## config.mk

```make
export PLATFORM = sky130hd
export DESIGN_NAME = utf8_to_utf16_transcoder
export DESIGN_NICKNAME = d
export VERILOG_FILES = /design/src/utt_pkg.sv /design/src/utt_fifo.sv /design/src/utt_front.sv /design/src/utt_back.sv /design/src/utf8_to_utf16_transcoder.sv
export VERILOG_INCLUDE_DIRS = /design/src /design/src/src
export SDC_FILE = /design/constraint.sdc
export NUM_CORES = 1
export LEC_CHECK = 0
export BUFFER_PORTS_ARGS = -buffer_cell sky130_fd_sc_hd__buf_2
export CELL_PAD_IN_SITES_DETAIL_PLACEMENT = 1
export CELL_PAD_IN_SITES_GLOBAL_PLACEMENT = 2
export CORE_ASPECT_RATIO = 1.5
export CORE_MARGIN = 3
export CORE_UTILIZATION = 30
export DETAILED_ROUTE_END_ITERATION = 12
export GPL_TIMING_DRIVEN = 0
export PLACE_DENSITY_LB_ADDON = 0.1
export SLEW_MARGIN = 10
export SYNTH_ARGS = -nofsm -noshare
export SYNTH_HDL_FRONTEND = slang
export SYNTH_SLANG_ARGS = --single-unit
```

## constraint.sdc

```tcl
create_clock -name clk -period 4.7 [get_ports clk]
set_clock_uncertainty 0.2 [all_clocks]
set_input_delay 0.705 -clock clk [delete_from_list [all_inputs] [get_ports clk]]
set_output_delay 0.705 -clock clk [all_outputs]
set_load 0.01 [all_outputs]
```

## src/utf8_to_utf16_transcoder_assert.svh

```systemverilog
// Assertion helpers shared by the transcoder modules. They expect clk and rst
// to be visible in the module that uses them.
`ifndef UTF8_TO_UTF16_TRANSCODER_ASSERT_SVH
`define UTF8_TO_UTF16_TRANSCODER_ASSERT_SVH

// Checks a condition at every clock edge outside reset.
`define UTT_ASSERT_ALWAYS(label, expr) \
  label: assert property (@(posedge clk) disable iff (rst) (expr)) \
    else $error("transcoder assertion failed");

// Checks that the consequent holds in the same cycle as the antecedent.
`define UTT_ASSERT_IMPLY(label, ante, cons) \
  label: assert property (@(posedge clk) disable iff (rst) (ante) |-> (cons)) \
    else $error("transcoder assertion failed");

`endif

```

## src/utt_pkg.sv

```systemverilog
`default_nettype none

package utt_pkg;

  localparam int unsigned QUEUE_DEPTH_DEFAULT = 4;
  localparam int unsigned CP_W = 21;

  localparam logic [CP_W-1:0] CP_MAX = 21'h10FFFF;

  typedef enum logic [1:0] {
    ST_OK        = 2'd0,
    ST_BAD_LEAD  = 2'd1,
    ST_TRUNCATED = 2'd2,
    ST_RANGE     = 2'd3
  } status_t;

  // One decoded event passed from the front end to the back end.
  typedef struct packed {
    logic [CP_W-1:0] cp;
    status_t         status;
    logic            last;
  } entry_t;

endpackage

`default_nettype wire

```

## src/utt_fifo.sv

```systemverilog
`default_nettype none

module utt_fifo #(
  parameter int unsigned DEPTH = utt_pkg::QUEUE_DEPTH_DEFAULT
) (
  input  wire logic           clk,
  input  wire logic           rst,
  input  wire logic           push,
  input  wire utt_pkg::entry_t wr_data,
  output logic                full,
  input  wire logic           pop,
  output logic                rd_valid,
  output utt_pkg::entry_t     rd_data
);
  import utt_pkg::*;

  localparam int unsigned PTR_W = (DEPTH > 1) ? $clog2(DEPTH) : 1;
  localparam int unsigned CNT_W = $clog2(DEPTH + 1);

  entry_t             slots [DEPTH];
  logic [PTR_W-1:0]   wr_ptr;
  logic [PTR_W-1:0]   rd_ptr;
  logic [CNT_W-1:0]   count;

  assign full     = (count == CNT_W'(DEPTH));
  assign rd_valid = (count != '0);
  assign rd_data  = slots[rd_ptr];

  always_ff @(posedge clk) begin
    if (push) begin
      slots[wr_ptr] <= wr_data;
    end
  end

  always_ff @(posedge clk) begin
    if (rst) begin
      wr_ptr <= '0;
      rd_ptr <= '0;
      count  <= '0;
    end else begin
      if (push) begin
        wr_ptr <= (wr_ptr == PTR_W'(DEPTH - 1)) ? '0 : wr_ptr + PTR_W'(1);
      end
      if (pop) begin
        rd_ptr <= (rd_ptr == PTR_W'(DEPTH - 1)) ? '0 : rd_ptr + PTR_W'(1);
      end
      if (push && !pop) begin
        count <= count + CNT_W'(1);
      end else if (pop && !push) begin
        count <= count - CNT_W'(1);
      end
    end
  end

`include "utf8_to_utf16_transcoder_assert.svh"

  `UTT_ASSERT_ALWAYS(a_count_bound, count <= CNT_W'(DEPTH))
  `UTT_ASSERT_IMPLY(a_no_overflow, push, !full || pop)
  `UTT_ASSERT_IMPLY(a_no_underflow, pop, rd_valid)

endmodule

`default_nettype wire

```

## src/utt_front.sv

```systemverilog
`default_nettype none

module utt_front (
  input  wire logic            clk,
  input  wire logic            rst,
  input  wire logic            in_valid,
  output logic                 in_stall,
  input  wire logic [7:0]      in_byte,
  input  wire logic            string_last,
  input  wire logic            queue_full,
  output logic                 push,
  output utt_pkg::entry_t      push_data
);
  import utt_pkg::*;

  logic [CP_W-1:0] partial_point;
  logic [1:0]      bytes_left;

  logic [CP_W-1:0] point_next;
  logic [1:0]      left_next;
  logic            accept;
  logic            bad_lead;
  logic            done;
  logic            truncated;

  assign in_stall = queue_full;
  assign accept   = in_valid && !queue_full;

  always_comb begin
    point_next = partial_point;
    left_next  = bytes_left;
    bad_lead   = 1'b0;
    done       = 1'b0;
    if (bytes_left == 2'd0) begin
      if (in_byte[7] == 1'b0) begin
        point_next = CP_W'(in_byte);
        done       = 1'b1;
      end else if ((in_byte & 8'hE0) == 8'hC0) begin
        point_next = CP_W'(in_byte & 8'h1F);
        left_next  = 2'd1;
      end else if ((in_byte & 8'hF0) == 8'hE0) begin
        point_next = CP_W'(in_byte & 8'h0F);
        left_next  = 2'd2;
      end else if ((in_byte & 8'hF8) == 8'hF0) begin
        point_next = CP_W'(in_byte & 8'h07);
        left_next  = 2'd3;
      end else begin
        bad_lead = 1'b1;
      end
    end else begin
      // Continuation bytes contribute their low six bits without a check.
      point_next = {partial_point[CP_W-7:0], in_byte[5:0]};
      left_next  = bytes_left - 2'd1;
      done       = (left_next == 2'd0);
    end
    truncated = string_last && (left_next != 2'd0);
  end

  always_comb begin
    push_data.last = string_last;
    push_data.cp   = '0;
    if (bad_lead) begin
      push_data.status = ST_BAD_LEAD;
    end else if (truncated) begin
      push_data.status = ST_TRUNCATED;
    end else if (point_next > CP_MAX) begin
      push_data.status = ST_RANGE;
    end else begin
      push_data.status = ST_OK;
      push_data.cp     = point_next;
    end
  end

  assign push = accept && (bad_lead || done || truncated);

  always_ff @(posedge clk) begin
    if (rst) begin
      partial_point <= '0;
      bytes_left    <= '0;
    end else if (accept) begin
      partial_point <= (done || truncated) ? '0 : point_next;
      bytes_left    <= truncated ? 2'd0 : left_next;
    end
  end

endmodule

`default_nettype wire

```

## src/utt_back.sv

```systemverilog
`default_nettype none

module utt_back (
  input  wire logic            clk,
  input  wire logic            rst,
  input  wire logic            swap_output,
  input  wire logic            rd_valid,
  input  wire utt_pkg::entry_t rd_data,
  output logic                 pop,
  output logic                 out_valid,
  input  wire logic            out_stall,
  output logic [15:0]          code_unit,
  output logic [1:0]           status,
  output logic                 run_last,
  output logic                 string_end
);
  import utt_pkg::*;

  // Set after the high surrogate of a pair has gone out.
  logic        half;
  logic        load;
  logic        pair;
  logic        final_beat;
  logic [4:0]  plane;
  logic [15:0] unit;
  logic [15:0] unit_swapped;

  assign pair       = (rd_data.status == ST_OK) && (rd_data.cp[20:16] != 5'd0);
  assign final_beat = !pair || half;
  assign plane      = rd_data.cp[20:16] - 5'd1;
  assign load       = rd_valid && (!out_valid || !out_stall);
  assign pop        = load && final_beat;

  always_comb begin
    if (rd_data.status != ST_OK) begin
      unit = '0;
    end else if (pair && !half) begin
      unit = {6'b110110, plane[3:0], rd_data.cp[15:10]};
    end else if (pair) begin
      unit = {6'b110111, rd_data.cp[9:0]};
    end else begin
      unit = rd_data.cp[15:0];
    end
    unit_swapped = swap_output ? {unit[7:0], unit[15:8]} : unit;
  end

  always_ff @(posedge clk) begin
    if (rst) begin
      out_valid <= 1'b0;
      half      <= 1'b0;
    end else begin
      if (load) begin
        out_valid <= 1'b1;
        half      <= !final_beat;
      end else if (!out_stall) begin
        out_valid <= 1'b0;
      end
    end
  end

  always_ff @(posedge clk) begin
    if (load) begin
      code_unit  <= unit_swapped;
      status     <= 2'(rd_data.status);
      run_last   <= final_beat;
      string_end <= final_beat && rd_data.last;
    end
  end

`include "utf8_to_utf16_transcoder_assert.svh"

  `UTT_ASSERT_IMPLY(a_half_on_pair, half, rd_valid && pair)

endmodule

`default_nettype wire

```

## src/utf8_to_utf16_transcoder.sv

```systemverilog
// UTF-8 to UTF-16 transcoder. One UTF-8 byte is taken per cycle on the input
// channel as long as the internal event queue (QUEUE_DEPTH entries) has room;
// the front end decodes each byte in the cycle it arrives and queues one entry
// per completed, failed or truncated sequence. The back end drains the queue
// into a registered output, one code unit at a time, held while out_stall
// is set; a code point of 0x10000 or above goes out as a surrogate pair of
// two code units. A byte's first result passes a queue slot, then the output
// register. Error results carry a code unit of zero. swap_output may only be
// written while the block is idle; the configuration channel is always ready.
`default_nettype none

module utf8_to_utf16_transcoder #(
  parameter int unsigned QUEUE_DEPTH = utt_pkg::QUEUE_DEPTH_DEFAULT
) (
  input  wire logic        clk,
  input  wire logic        rst,
  input  wire logic        in_valid,
  output logic             in_stall,
  input  wire logic [7:0]  in_byte,
  input  wire logic        string_last,
  output logic             out_valid,
  input  wire logic        out_stall,
  output logic [15:0]      code_unit,
  output logic [1:0]       status,
  output logic             run_last,
  output logic             string_end,
  input  wire logic        cfg_valid,
  output logic             cfg_ready,
  input  wire logic        cfg_data
);
  import utt_pkg::*;

  logic   swap_output;
  logic   queue_full;
  logic   push;
  entry_t push_data;
  logic   pop;
  logic   rd_valid;
  entry_t rd_data;

  assign cfg_ready = 1'b1;

  always_ff @(posedge clk) begin
    if (rst) begin
      swap_output <= 1'b0;
    end else if (cfg_valid && cfg_ready) begin
      swap_output <= cfg_data;
    end
  end

  utt_front u_front (
    .clk         (clk),
    .rst         (rst),
    .in_valid    (in_valid),
    .in_stall    (in_stall),
    .in_byte     (in_byte),
    .string_last (string_last),
    .queue_full  (queue_full),
    .push        (push),
    .push_data   (push_data)
  );

  utt_fifo #(
    .DEPTH (QUEUE_DEPTH)
  ) u_fifo (
    .clk      (clk),
    .rst      (rst),
    .push     (push),
    .wr_data  (push_data),
    .full     (queue_full),
    .pop      (pop),
    .rd_valid (rd_valid),
    .rd_data  (rd_data)
  );

  utt_back u_back (
    .clk         (clk),
    .rst         (rst),
    .swap_output (swap_output),
    .rd_valid    (rd_valid),
    .rd_data     (rd_data),
    .pop         (pop),
    .out_valid   (out_valid),
    .out_stall   (out_stall),
    .code_unit   (code_unit),
    .status      (status),
    .run_last    (run_last),
    .string_end  (string_end)
  );

endmodule

`default_nettype wire
```

==> flow_results.org, run 1 <==
** Global route
- The total overflow left after global routing is 0.
- The number of antenna violations at the first check in global routing is 0.
- Vias in the first global route :: a little over 4000
- Overall Global Routing Usage :: between 10% and 20%
- Maximum number of pins on one net before global-route repair :: 25
- First-pass GRT wire length :: roughly 23000 um

** STA
- Number of hold-slack violations in the final timing report :: 0
- Setup violations remaining at the end of the flow were counted as 0.
- Highest clock rate :: 0.257 GHz
- Final count of pins violating max slew :: 0
- On the final layout, the worst hold slack is roughly 0.27 ns.
- Tightest slew margin relative to the limit :: a little under 50%
- Setup slack on the critical path of the routed design comes to a little over 0.8 ns.
- Unrepaired setup endpoints after global routing :: false
- At the pin with the least slew margin, the transition time is roughly 0.77 ns.
- Subtracting the final worst setup slack from the clock period gives a little under 4 ns.
- Crit share post-route :: 82.7%
- Setup_tns :: 0 ns

** Floorplanning
- The floorplan has 64 rows.
- Starting utilization of the core area :: 30.6%
- The die covers 22700 um^2.
- Pin placement for this block handled 38 I/O pins.
- Die extent in x :: 124 um
- Core outline area :: roughly 20000 um^2
- Vertical die dimension :: 183 um

** Clock network
- Clk Latency, worst-skew pair :: between 0.4 and 0.5 ns
- TritonCTS built the clock tree.
- Buffer levels on the longest clock path :: 2
- Register clock-pin slew on the reported worst setup and hold paths :: 0.06 ns
- The number of clock buffers added by TritonCTS is 17.
- After clock tree synthesis, the flow added hold-fix buffers numbering 0.
- Clock tree synthesis found a total of 150 sinks.
- Clock tree synthesis selected as its root buffer the cell clkbuf_16.
- Buffers added to address setup during post-CTS repair amount to 0.
- CTS built an H-tree with a depth of 4.
- Resized Gates After CTS :: 0

** Setup path
- The most numerous cell type found on the critical path is inv_1.
- Traced cell by cell, the critical path runs through buf_6 -> buf_4 -> mux4_2 -> inv_1 -> ha_1 -> nand2_1 -> o22a_1 -> o31ai_4 -> o21a_1 -> inv_1 -> ha_1 -> inv_1 -> fa_1 -> xor2_1 -> or3_1 -> a21oi_1.
- In this run the number of cells on the critical path is 16.
- In this design, the stage delay of the slowest critical-path cell is 0.55 ns.
- STA classifies the critical path startpoint as a flip-flop.
- CP Class :: flip-flop to flip-flop
- Together, buffers and inverters on the worst path number 5.
- Measured in cells, the most critical reg-to-reg path has a length of 16.
- For the worst setup path, the data arrival time is around 4.0 ns.
- Cell class contributing the biggest share of worst-path delay :: compound AO/OA/AOI/OAI gates
- Critical-path maximum fanout :: 10
- Crit-path slowest cell :: mux4_2
- Worst path required time :: about 4.9 ns
- Endpoint kind of the worst setup timing path :: flip-flop

** Synthesis
- Most frequent cells after synthesis :: edfxtp_1, dfxtp_1, nor2_1
- For this run, the leading register cell type out of synthesis is edfxtp_1.
- Of all flip-flops after synthesis, the portion carrying an async set or reset was 0%.
- Sequential fraction of the synthesis area :: between 60% and 70%
- Yosys top cell area share :: between 50% and 60%
- The synthesized netlist devotes less than 1% of its cell area to XOR and XNOR gates.
- Post-synthesis share of cell area spent on and, or, nand and nor gates :: about 8.6%
- In this run, synthesis produced a sequential element count of 150.
- In this run, synthesis inferred roughly 120 flip-flops with an integrated enable.
- After technology mapping, the gate count stands at approximately 420.
- Cell types occupying the most area after synthesis :: edfxtp_1, dfxtp_1, mux4_2, and2_1, mux2i_1
- Distinct cell type count of the synthesized netlist :: between 50 and 60
- After synthesis, the largest family of logic cells by area is multiplexers.
- Area fraction in compound gates after synthesis :: about a tenth
- Mux cell area share after synthesis :: 10.7%
- edfxtp_1 is the most common cell in the netlist.
- Warnings from Yosys :: 0
- The synthesized design spends more area on one cell type than any other, namely edfxtp_1.
- After synthesis the cells add up to about 6300 um^2.
- Syn_nets :: about 450
- Area share of fa/ha/maj cells after synthesis :: 1.91%
- The average instance in the mapped netlist occupies 14.9 um^2.

** Routing
- Dividing the detail-routed wire length by the instance count gives 19.8 um.
- Iteration-0 DRC Markers :: around 180
- Vias :: between 3000 and 4000
- The routed design has 14900 um of wire.
- Remaining antenna violation count after routing :: 0
- Post-route DRC :: 0
- Vias per Instance :: around 4.9
- Detailed-router iteration count before antenna repair :: 6

** Place
- Once detailed placement completed, the half-perimeter wirelength came to approximately 11000 um.
- Port Buffers :: 34
- GP Congestion :: roughly 0.8
- Before CTS, the worst setup slack after placement is approximately 0.77 ns.
- Count of placed standard cells including taps :: about 700

** Cells and area
- 0 antenna diodes ended up in the layout.
- From synthesis to final layout, the design area changed by 18.1%.
- In the final layout, the share of cells above drive strength 1 is about 23%.
- Final nets :: 500
- Final instance count without filler cells :: 753

** Min path
- HP Start :: u_front.partial_point[9]
- Worst Hold Path Cells :: 1
- Min-Delay Path Class :: flip-flop to flip-flop

** Job
- Across the run, the number of max-cap violations was 0.

** Status
- Outcome :: completed

** Power and ir drop
- Max VDD drop :: 0.202 mV
- Leakage power total :: about 2.7 nW
- Power density cells :: between 500 and 600 nW/um^2
- The completed layout was analyzed and its total power is between 4 and 5 mW.
## per-layer routing
metal | GRT usage [%] | routed length (um)
met5 | 0 | 0
met4 | 5.79 | 418
met3 | 3.12 | 449
met2 | 25.8 | 8280
met1 | 15.2 | 5780
## flip-flops by register name (all words and copies together) (netlist names), named ones only
signal,flops
swap_output,1
u_back.code_unit,16
u_back.half,1
u_back.out_valid,1
u_back.run_last,1
u_back.status,2
u_back.string_end,1
u_fifo.count,3
u_fifo.rd_ptr,2
u_fifo.slots,96
u_fifo.wr_ptr,2
u_front.bytes_left,2
u_front.partial_point,20
## cells by family after synthesis
group / Yosys count
multiplexers: 38
buffers and inverters: 35
adder cells (fa/ha/maj): 9
AO/OA/AOI/OAI: 84
XOR/XNOR: 3
AND/OR/NAND/NOR: 102
flip-flops: 150
other: 1
## path summary, 6_finish.rpt
| path | end | slack (ns) |
|---|---|---|
| max reg2reg | u_fifo.count[2] | 0.81 |
| min | u_front.partial_point[9] | 0.27 |
| max | u_fifo.count[2] | 0.81 |
| min reg2reg | u_front.partial_point[9] | 0.27 |
## where the power goes
part	internal [mW]	leakage (nW)	switching [mW]	total, mW
logic	0.440	0.936	0.645	1.08
registers	1.65	1.43	0.0578	1.71
clock network	0.821	0.294	0.564	1.39
## worst register-to-register path, stage by stage (launching register included)
cell,delay [ns]
dfxtp_1,0.32
buf_6,0.14
buf_4,0.24
mux4_2,0.55
inv_1,0.12
ha_1,0.21
nand2_1,0.09
o22a_1,0.28
o31ai_4,0.28
o21a_1,0.30
inv_1,0.08
ha_1,0.21
inv_1,0.07
fa_1,0.17
xor2_1,0.08
or3_1,0.31
a21oi_1,0.14
## cell type report
type / instances / area (um^2)
plain buffers: 19 / 98.8
clock buffers: 20 / 489
clock inverters: 12 / 128
fillers: 2206 / 13100
inverters: 16 / 60.1
multi-input cells: 237 / 1970
flip-flops and latches: 150 / 4160
well taps: 264 / 330
repair buffers: 35 / 181
## through the flow
step | util, % | instance area (um^2)
2_1_floorplan | - | 6280
3_3_place_gp | 33.1 | 6780
3_5_place_dp | 33.2 | 6800
4_1_cts | 36.2 | 7420
5_1_grt | 36.2 | 7420
6_report | 36.2 | 7420
## cell usage in the layout (no fill, tap or decap), types with 3 or more instances in the layout
cell type and n:
edfxtp_1 116, buf_1 3, nor3_1 4, nor2b_1 3
or4_1 3, and3_1 5, and2_1 16, a31oi_1 3
buf_6 3, a22oi_1 4, mux2_2 3, inv_1 16
clkinvlp_4 3, nand3_1 4, o21ai_0 8, nor3b_1 3
and2_2 4, nor2_1 26, mux4_2 23, a21oi_1 21
o21a_1 5, buf_2 37, nand2b_1 8, mux2i_1 12
ha_1 8, xor2_1 3, o211ai_1 3, clkbuf_1 8
dfxtp_1 34, a221oi_1 7, a211oi_1 3, clkbuf_16 19
inv_6 4, nand2_1 17, o22ai_1 7, a22o_1 8
Power figures use the tool's default switching activity.
==> run 2, diff against run 1 <==
==> constraint.sdc (replaced) <==
create_clock -name clk -period 3.75 [get_ports clk]
set_clock_uncertainty 0.2 [all_clocks]
set_input_delay 0.5625 -clock clk [delete_from_list [all_inputs] [get_ports clk]]
set_output_delay 0.5625 -clock clk [all_outputs]
set_load 0.01 [all_outputs]
==> flow_results.org, run 2 (synthesis results as in run 1) <==
** Floorplanning
- The placement row count was 64 (unchanged).
- Vertical die dimension :: 183 um (unchanged)
- Die outline area :: 22700 um^2 (unchanged)
- The width of the die is 124 um (unchanged).
- The initial cell density of the core is 30.6% (unchanged).
- The number of top-level design ports was 38 (unchanged).
- Core outline area :: 20500 um^2 (unchanged)

** STA
- The final count of negative-setup-slack endpoints was 0 (unchanged).
- Worst Max-Slew Pin Slew :: 0.737 ns (-0.0311 ns)
- The final worst-path setup slack was 0.222 ns (-0.591 ns).
- The worst-case headroom to the max-slew limit was 50.6% (+2.1 points).
- Final min period :: 3.53 ns (-0.359 ns)
- The minimum hold slack is 0.173 ns (-0.0984 ns).
- The hold violation total from the final report came to 0 (unchanged).
- Final count of pins violating max slew :: 0 (unchanged)
- Unrepaired setup endpoints after global routing :: false
- The portion of the clock cycle consumed by the worst path in the final layout came to 94.1% (+11 points).
- The fmax came to 0.283 GHz (+10%).

** Routing
- Remaining antenna violation count after routing :: 0 (unchanged)
- The detailed router's first-iteration violation count came to 183 (+4.0%).
- The vias per cell was 4.90 (-0.15%).
- Final wirelength :: 15000 um (+0.74%)
- The wire length per cell was 19.8 um (about the same).
- The remaining routing DRC violations came to 0 (unchanged).
- Detailed-router iteration count before antenna repair :: 6 (unchanged)
- The via total after detailed routing is 3717 (+0.51%).

** Setup path
- The data required time of the critical path was 3.90 ns (-0.95 ns).
- The logic depth of the worst register-to-register path was 15 (-1).
- Type of origin of the critical path :: flip-flop
- CP Class :: flip-flop to flip-flop
- Critical path data arrival time :: 3.68 ns (-0.35 ns)
- Endpoint kind of the worst setup timing path :: flip-flop
- Critical-path maximum fanout :: 9 (-1)
- The register-to-register setup slack was 0.22 ns (-0.59 ns).
- Reg-to-Reg End :: u_fifo.count[2]

** Status
- Outcome :: completed

** Min path
- The worst hold path terminates at swap_output.
- Min-Delay Path Class :: input pin to flip-flop
- Worst Hold Path Cells :: 3 (+2)
- The worst hold path begins at cfg_data.

** Cells and area
- The number of flip-flops under the largest register name came to 96 (unchanged).
- The net total in the final layout came to 505 (+1.0%).
- Ant. Diodes :: 0 (unchanged)
- Register with the most flip-flops :: u_fifo.slots
- Share of final-layout standard cells stronger than drive strength 1 :: 23.7% (+0.98 points)
- The largest registers in the layout are u_fifo.slots: 96 flops, u_front.partial_point: 20 flops, u_back.code_unit: 16 flops.
- The library cell used most frequently in the layout, excluding fill and tap cells, is edfxtp_1.
- Layout overhead on the synthesized area :: 19.1%
- Leaving out fill and tap cells, the most frequent cells in the layout are edfxtp_1, buf_2, dfxtp_1, nor2_1, mux4_2.

** Global route
- Maximum number of pins on one net before global-route repair :: 25 (unchanged)
- Overall Global Routing Usage :: 14.0% (about the same)
- The global routing met2 resource utilization is 25.8% (unchanged).
- Antenna violations before repair :: 0 (unchanged)
- Global-route met1 utilization :: 15.2% (-0.020 points)
- The wire length of the first global-routing pass was 23300 um (about the same).
- The met3 usage is 3.12% (unchanged).
- Global route hottest layer :: met2
- The number of global-route vias before repair was 4018 (-0.099%).
- The total overflow reported by the global router is 0 (unchanged).

** Power and ir drop
- Max VDD drop :: 0.258 mV (+27%)
- Leakage power total :: 2.69 nW (+1.2%)
- The power density over the cells came to 709 nW/um^2 (+26%).

** Clock network
- Buffer levels on the longest clock path :: 2 (unchanged)
- Root buffer selected by CTS :: clkbuf_16
- The number of hold buffers added after CTS came to 0 (unchanged).
- TritonCTS built the clock tree.
- Register clock-pin slew on the reported worst setup and hold paths :: 0.06 ns (about the same)
- Clk Latency, worst-skew pair :: 0.43 ns (about the same)
- The total clock buffers created by CTS is 17 (unchanged).
- Number of clock sinks seen by CTS :: 150 (unchanged)
- H-tree depth :: 4 (unchanged)

** Place
- Port Buffers :: 34 (unchanged)
- Post-Place Worst Slack :: -0.185 ns (-0.950 ns)
- Half-perimeter wire length of the detailed placement result :: 11100 um (unchanged)
- GP Congestion :: 0.806 (unchanged)

** Job
- MaxCap Viol Count :: 0 (unchanged)
-- run 2: stage by stage --
stage	cells	utilization, %	total power [mW]	setup TNS [ns]	instance area [um^2]
finish	758	36.5	5.30	0	7480
global route	758	36.5	5.57	0	7480
CTS	752	36.2	5.33	0	7410
detailed placement	721	33.2	3.58	-0.326	6800
global placement	720	33.1	3.53	-7.74	6780
floorplan	422	-	3.09	0	6280
-- run 2: per-layer routing --
layer | share of wire, % | up-vias
met2 | 55 | 63
met5 | 0 | -
met3 | 2.7 | 23
met1 | 39 | 1879
met4 | 3.0 | 0
li1 | - | 1752
-- run 2: what timing repair did --
| item | CTS | global route |
|---|---|---|
| endpoints found under the setup margin | 2 | 2 |
| buffers inserted | 0 | 6 |
| pin swaps | 0 | 0 |
| gates resized for setup | 2 | 5 |
-- run 2: worst max path at each step --
stage	slack, ns	end	start	depth (start not counted)
3_3_place_gp	-0.41	u_fifo.count[2]	out_stall	10
2_1_floorplan	0.33	u_fifo.count[2]	flip-flop	16
5_1_grt	0.03	u_fifo.count[2]	flip-flop	16
6_report	0.22	u_fifo.count[2]	flip-flop	15
3_5_place_dp	-0.18	u_fifo.count[2]	flip-flop	16
4_1_cts	0.03	u_fifo.count[2]	flip-flop	15
-- run 2: cell type report --
cell class	count	area, um^2
fillers	2206	13000
flip-flops and latches	150	4160
multi-input cells	237	1970
clock buffers	20	489
well taps	264	330
repair buffers	41	226
clock inverters	12	128
plain buffers	18	109
inverters	16	60.1
-- run 2: where the power goes --
group	switching [mW]	internal (mW)	total [mW]
combinational	0.822	0.592	1.41
sequential	0.0747	2.07	2.14
clock	0.714	1.03	1.74
-- run 2: critical path, stage by stage (launching register included) --
cell,delay (ns)
dfxtp_1,0.35
buf_12,0.13
mux4_2,0.51
inv_1,0.12
ha_1,0.22
nand2_1,0.09
o22a_1,0.28
o31ai_4,0.29
o21a_4,0.21
inv_1,0.05
ha_1,0.20
inv_1,0.07
fa_1,0.17
xor2_1,0.08
or3_1,0.32
a21oi_1,0.14
==> run 3, diff against run 2 <==
--- a/config.mk
+++ b/config.mk
@@ -6,6 +6,7 @@
 export SDC_FILE = /design/constraint.sdc
 export NUM_CORES = 1
 export LEC_CHECK = 0
+export ABC_AREA = 1
 export BUFFER_PORTS_ARGS = -buffer_cell sky130_fd_sc_hd__buf_2
 export CELL_PAD_IN_SITES_DETAIL_PLACEMENT = 1
 export CELL_PAD_IN_SITES_GLOBAL_PLACEMENT = 2
@@ -13,7 +14,6 @@
 export CORE_MARGIN = 3
 export CORE_UTILIZATION = 30
 export DETAILED_ROUTE_END_ITERATION = 12
-export GPL_TIMING_DRIVEN = 0
 export PLACE_DENSITY_LB_ADDON = 0.1
 export SLEW_MARGIN = 10
 export SYNTH_ARGS = -nofsm -noshare
==> flow_results.org, run 3 <==
** Status
- Outcome :: completed

** Job
- MaxCap Viol Count :: 0 (unchanged)

** Clock network
- The clock-pin slew on the worst setup and hold paths came to 0.06 ns (about the same).
- TritonCTS clock tree :: yes
- The maximum count of clock buffers along a single path was 2 (unchanged).
- Num CTS Buffers :: 17 (unchanged)
- The worst-skew pair later-pin latency was 0.42 ns (about the same).
- Root buffer selected by CTS :: clkbuf_16
- The post-CTS repair timing setup buffer count is 0 (unchanged).
- The total number of H-tree levels was 4 (unchanged).
- The TritonCTS sink count is 150 (unchanged).

** Place
- The number of buffer cells added on primary ports was 36 (+5.9%).
- The HPWL reported at the end of detailed placement came to 12900 um (+16%).
- The placer congestion estimate is 0.797 (-1.2%).

** Setup path
- Setup slack, reg-to-reg :: 0.42 ns (+0.20 ns)
- Type of origin of the critical path :: flip-flop
- Reg-to-Reg End :: u_fifo.count[2]
- Critical-path maximum fanout :: 15 (+6)
- The critical path is of the flip-flop to flip-flop type.
- Worst path required time :: 3.85 ns (-0.05 ns)
- STA classifies the critical path endpoint as a flip-flop.
- Depth of the most critical reg-to-reg path :: 16 (+1)
- Critical path data arrival time :: 3.43 ns (-0.25 ns)

** Synthesis
- Ys flop type :: edfxtp_1
- The synthesis warning total came to 0 (unchanged).
- The synthesized area per cell was 9.80 um^2 (-34%).
- Cells after synthesis :: 688 (+63%)
- The synthesized netlist net count is 712 (+60%).
- Sequential fraction of the synthesis area :: 61.7% (-4.6 points)
- The fraction of synthesized cell area taken by the top area cell type was 51.6% (-3.8 points).
- The number of distinct library cell variants in the gate-level netlist after synthesis is 37 (-33%).
- Post-synthesis cell area :: 6750 um^2 (+7.4%)
- Cell types occupying the most area after synthesis :: edfxtp_1, nand2_1, dfxtp_1, a21oi_1, nand3_1
- By instance count, the leading cell after synthesis is nand2_1.
- The synthesis-stage register bit count was 150 (unchanged).
- By count the netlist is led by nand2_1, edfxtp_1, a21oi_1.
- The number of enable-type register cells in the synthesized netlist came to 116 (unchanged).
- Fraction of synthesis flops using an asynchronous set or reset pin :: 0% (unchanged)
- The biggest area contributor in the post-synthesis netlist is edfxtp_1.

** Min path
- Min-Delay Path Class :: input pin to flip-flop
- For hold timing, the worst endpoint is swap_output.
- HP Start :: cfg_data
- Worst Hold Path Cells :: 3 (unchanged)

** Floorplanning
- The area of the core came to 21900 um^2 (+6.8%).
- The number of top-level design ports is 38 (unchanged).
- The area enclosed by the die boundary came to 24400 um^2 (+7.1%).
- Vertical die dimension :: 190 um (+3.5%)
- Starting utilization of the core area :: 30.8% (+0.19 points)
- Die extent in x :: 128 um (+3.5%)
- The placement row count is 66 (+3.1%).

** Cells and area
- Ant. Diodes :: 0 (unchanged)
- More flip-flops sit in one register than any other, and that register is u_fifo.slots.
- Footprint of the flip-flops and latches :: 4170 um^2 (about the same)
- The number of flip-flops under the largest register name is 96 (unchanged).
- Leaving out fill and tap cells, the most frequent cell in the layout is nand2_1.
- Largest registers :: u_fifo.slots: 96 flops, u_front.partial_point: 20 flops, u_back.code_unit: 16 flops
- Layout filler cell count :: 2477 (+12%)
- Multi-input combinational cell area :: 2200 um^2 (+11%)
- In the layout the commonest cells are nand2_1, edfxtp_1, a21oi_1, nor2_1, nand3_1.
- Share of final-layout standard cells stronger than drive strength 1 :: 17.8% (-5.8 points)
- Final cell utilization of the core :: 35.6% (-0.84 points)
- The net total in the final layout is 746 (+48%).
- Layout overhead on the synthesized area :: 15.6%

** STA
- Highest clock rate :: 0.300 GHz (+5.9%)
- Crit share post-route :: 88.9% (-5.2 points)
- The hold violation total from the final report was 0 (unchanged).
- Setup repair after global routing left no endpoint under its margin.
- Final min period :: 3.33 ns (-0.195 ns)
- The final sum of negative setup slack was 0 ns (unchanged).
- Final count of pins violating max slew :: 0 (unchanged)
- Finish-stage setup viols :: 0 (unchanged)
- Worst Max-Slew Pin Slew :: 0.815 ns (+0.0783 ns)
- The worst-case headroom to the max-slew limit was 45.6% (-5.0 points).

** Global route
- Vias in the first global route :: 5281 (+31%)
- The wire length of the first global-routing pass came to 29300 um (+26%).
- The total overflow reported by the global router is 0 (unchanged).
- Antenna violations before repair :: 0 (unchanged)
- The global-route usage over all layers is 15.7% (+1.7 points).
- The maximum number of pins on one net before global-route repair was 35 (+40%).

** Power and ir drop
- The internal power was 3.83 mW (+3.9%).
- The power density over the cells was 759 nW/um^2 (+7.2%).
- Power share of the clock group :: 30.2% (-2.7 points)
- The switching share of power was 35.3% (+4.9 points).
- Fraction of power consumed by sequential logic :: 38.4% (-2.0 points)
- The static leakage came to 3.11 nW (+16%).
- The proportion of power drawn by combinational gates was 31.3% (+4.6 points).
- The maximum vdd ir drop was 0.307 mV (+19%).
- The net switching power figure was 2.09 mW (+30%).

** Routing
- Final routed wire length divided by cell count :: 18.1 um (-9.0%)
- Vias :: 4851 (+31%)
- The post-detailed-routing wire length is 18200 um (+21%).
- The detailed router's first-iteration violation count came to 283 (+55%).
- Vias per Instance :: 4.82 (-1.7%)
- Detailed-router iteration count before antenna repair :: 4 (-2)
- Remaining antenna violation count after routing :: 0 (unchanged)
- Post-route DRC :: 0 (unchanged)
==> run 3: what timing repair did <==
item,4_1_cts,5_1_grt
gates resized for setup,0,1
hold endpoints to repair,0,0
endpoints found under the setup margin,0,1
hold buffers,0,0
==> run 3: worst max path at each step <==
stage / startpoint / endpoint / slack, ns / depth (start not counted)
floorplan: out_stall / u_fifo.count[1] / 0.46 / 9
global placement: flip-flop / u_fifo.count[2] / 0.53 / 16
detailed placement: flip-flop / u_fifo.count[2] / 0.37 / 15
CTS: flip-flop / u_fifo.count[2] / 0.34 / 15
global route: flip-flop / u_fifo.count[2] / 0.08 / 16
finish: flip-flop / u_fifo.count[2] / 0.42 / 16
==> run 3: kinds of logic after synthesis <==
kind of cell / synth area share (%)
flops: 61.7
fa+ha+maj: 1.78
xor+xnor: 0.130
compound gates: 9.94
buf+inv: 5.94
other cells: 0.0556
simple gates: 20.4
==> run 3: through the flow <==
step	cells	hold WS (ns)	total power [mW]	setup slack (ns)	area, um^2
finish	1006	0.193	5.92	0.417	7800
global route	1006	0.213	6.35	0.0835	7800
CTS	1006	0.167	6.03	0.343	7800
detailed placement	975	0.267	4.22	0.371	7190
global placement	975	0.252	4.17	0.533	7190
floorplan	688	0.245	3.58	0.462	6750
==> run 3: final cells by class <==
cell class / instances / share of cell area [%]
sequential: 150 / 53.4
inverter: 56 / 2.69
tap: 272 / 4.36
timing repair buffer: 49 / 3.56
multi-input combinational: 448 / 28.2
clock inverter: 13 / 2.31
clock buffer: 18 / 5.50
==> run 3: power by group through the flow <==
stage | combinational (mW) | sequential, mW | clock (mW)
6_report | 1.86 | 2.28 | 1.79
5_1_grt | 2.13 | 2.31 | 1.91
4_1_cts | 1.91 | 2.28 | 1.84
3_5_place_dp | 1.91 | 2.31 | 0
3_3_place_gp | 1.86 | 2.30 | 0
2_1_floorplan | 1.24 | 2.35 | 0
==> run 3: routing by layer <==
metal / share of wire [%] / up-vias / global-route usage (%)
met5: 0 / - / 0
met4: 2.5 / 0 / 6.58
met3: 2.7 / 25 / 2.84
met2: 52 / 77 / 27.7
met1: 43 / 2358 / 18.5
li1: - / 2391 / -
==> run 3: critical path, cell delays in order (launching register included) <==
cell,delay (ns)
dfxtp_1,0.55
inv_2,0.21
nand3_1,0.14
nand2_1,0.12
ha_1,0.22
inv_1,0.07
a21oi_2,0.04
nand2_2,0.14
nand3_4,0.21
nand2_1,0.20
ha_1,0.16
inv_1,0.07
fa_1,0.38
a21oi_1,0.14
o21ai_0,0.12
o21ai_0,0.19
a21oi_1,0.07
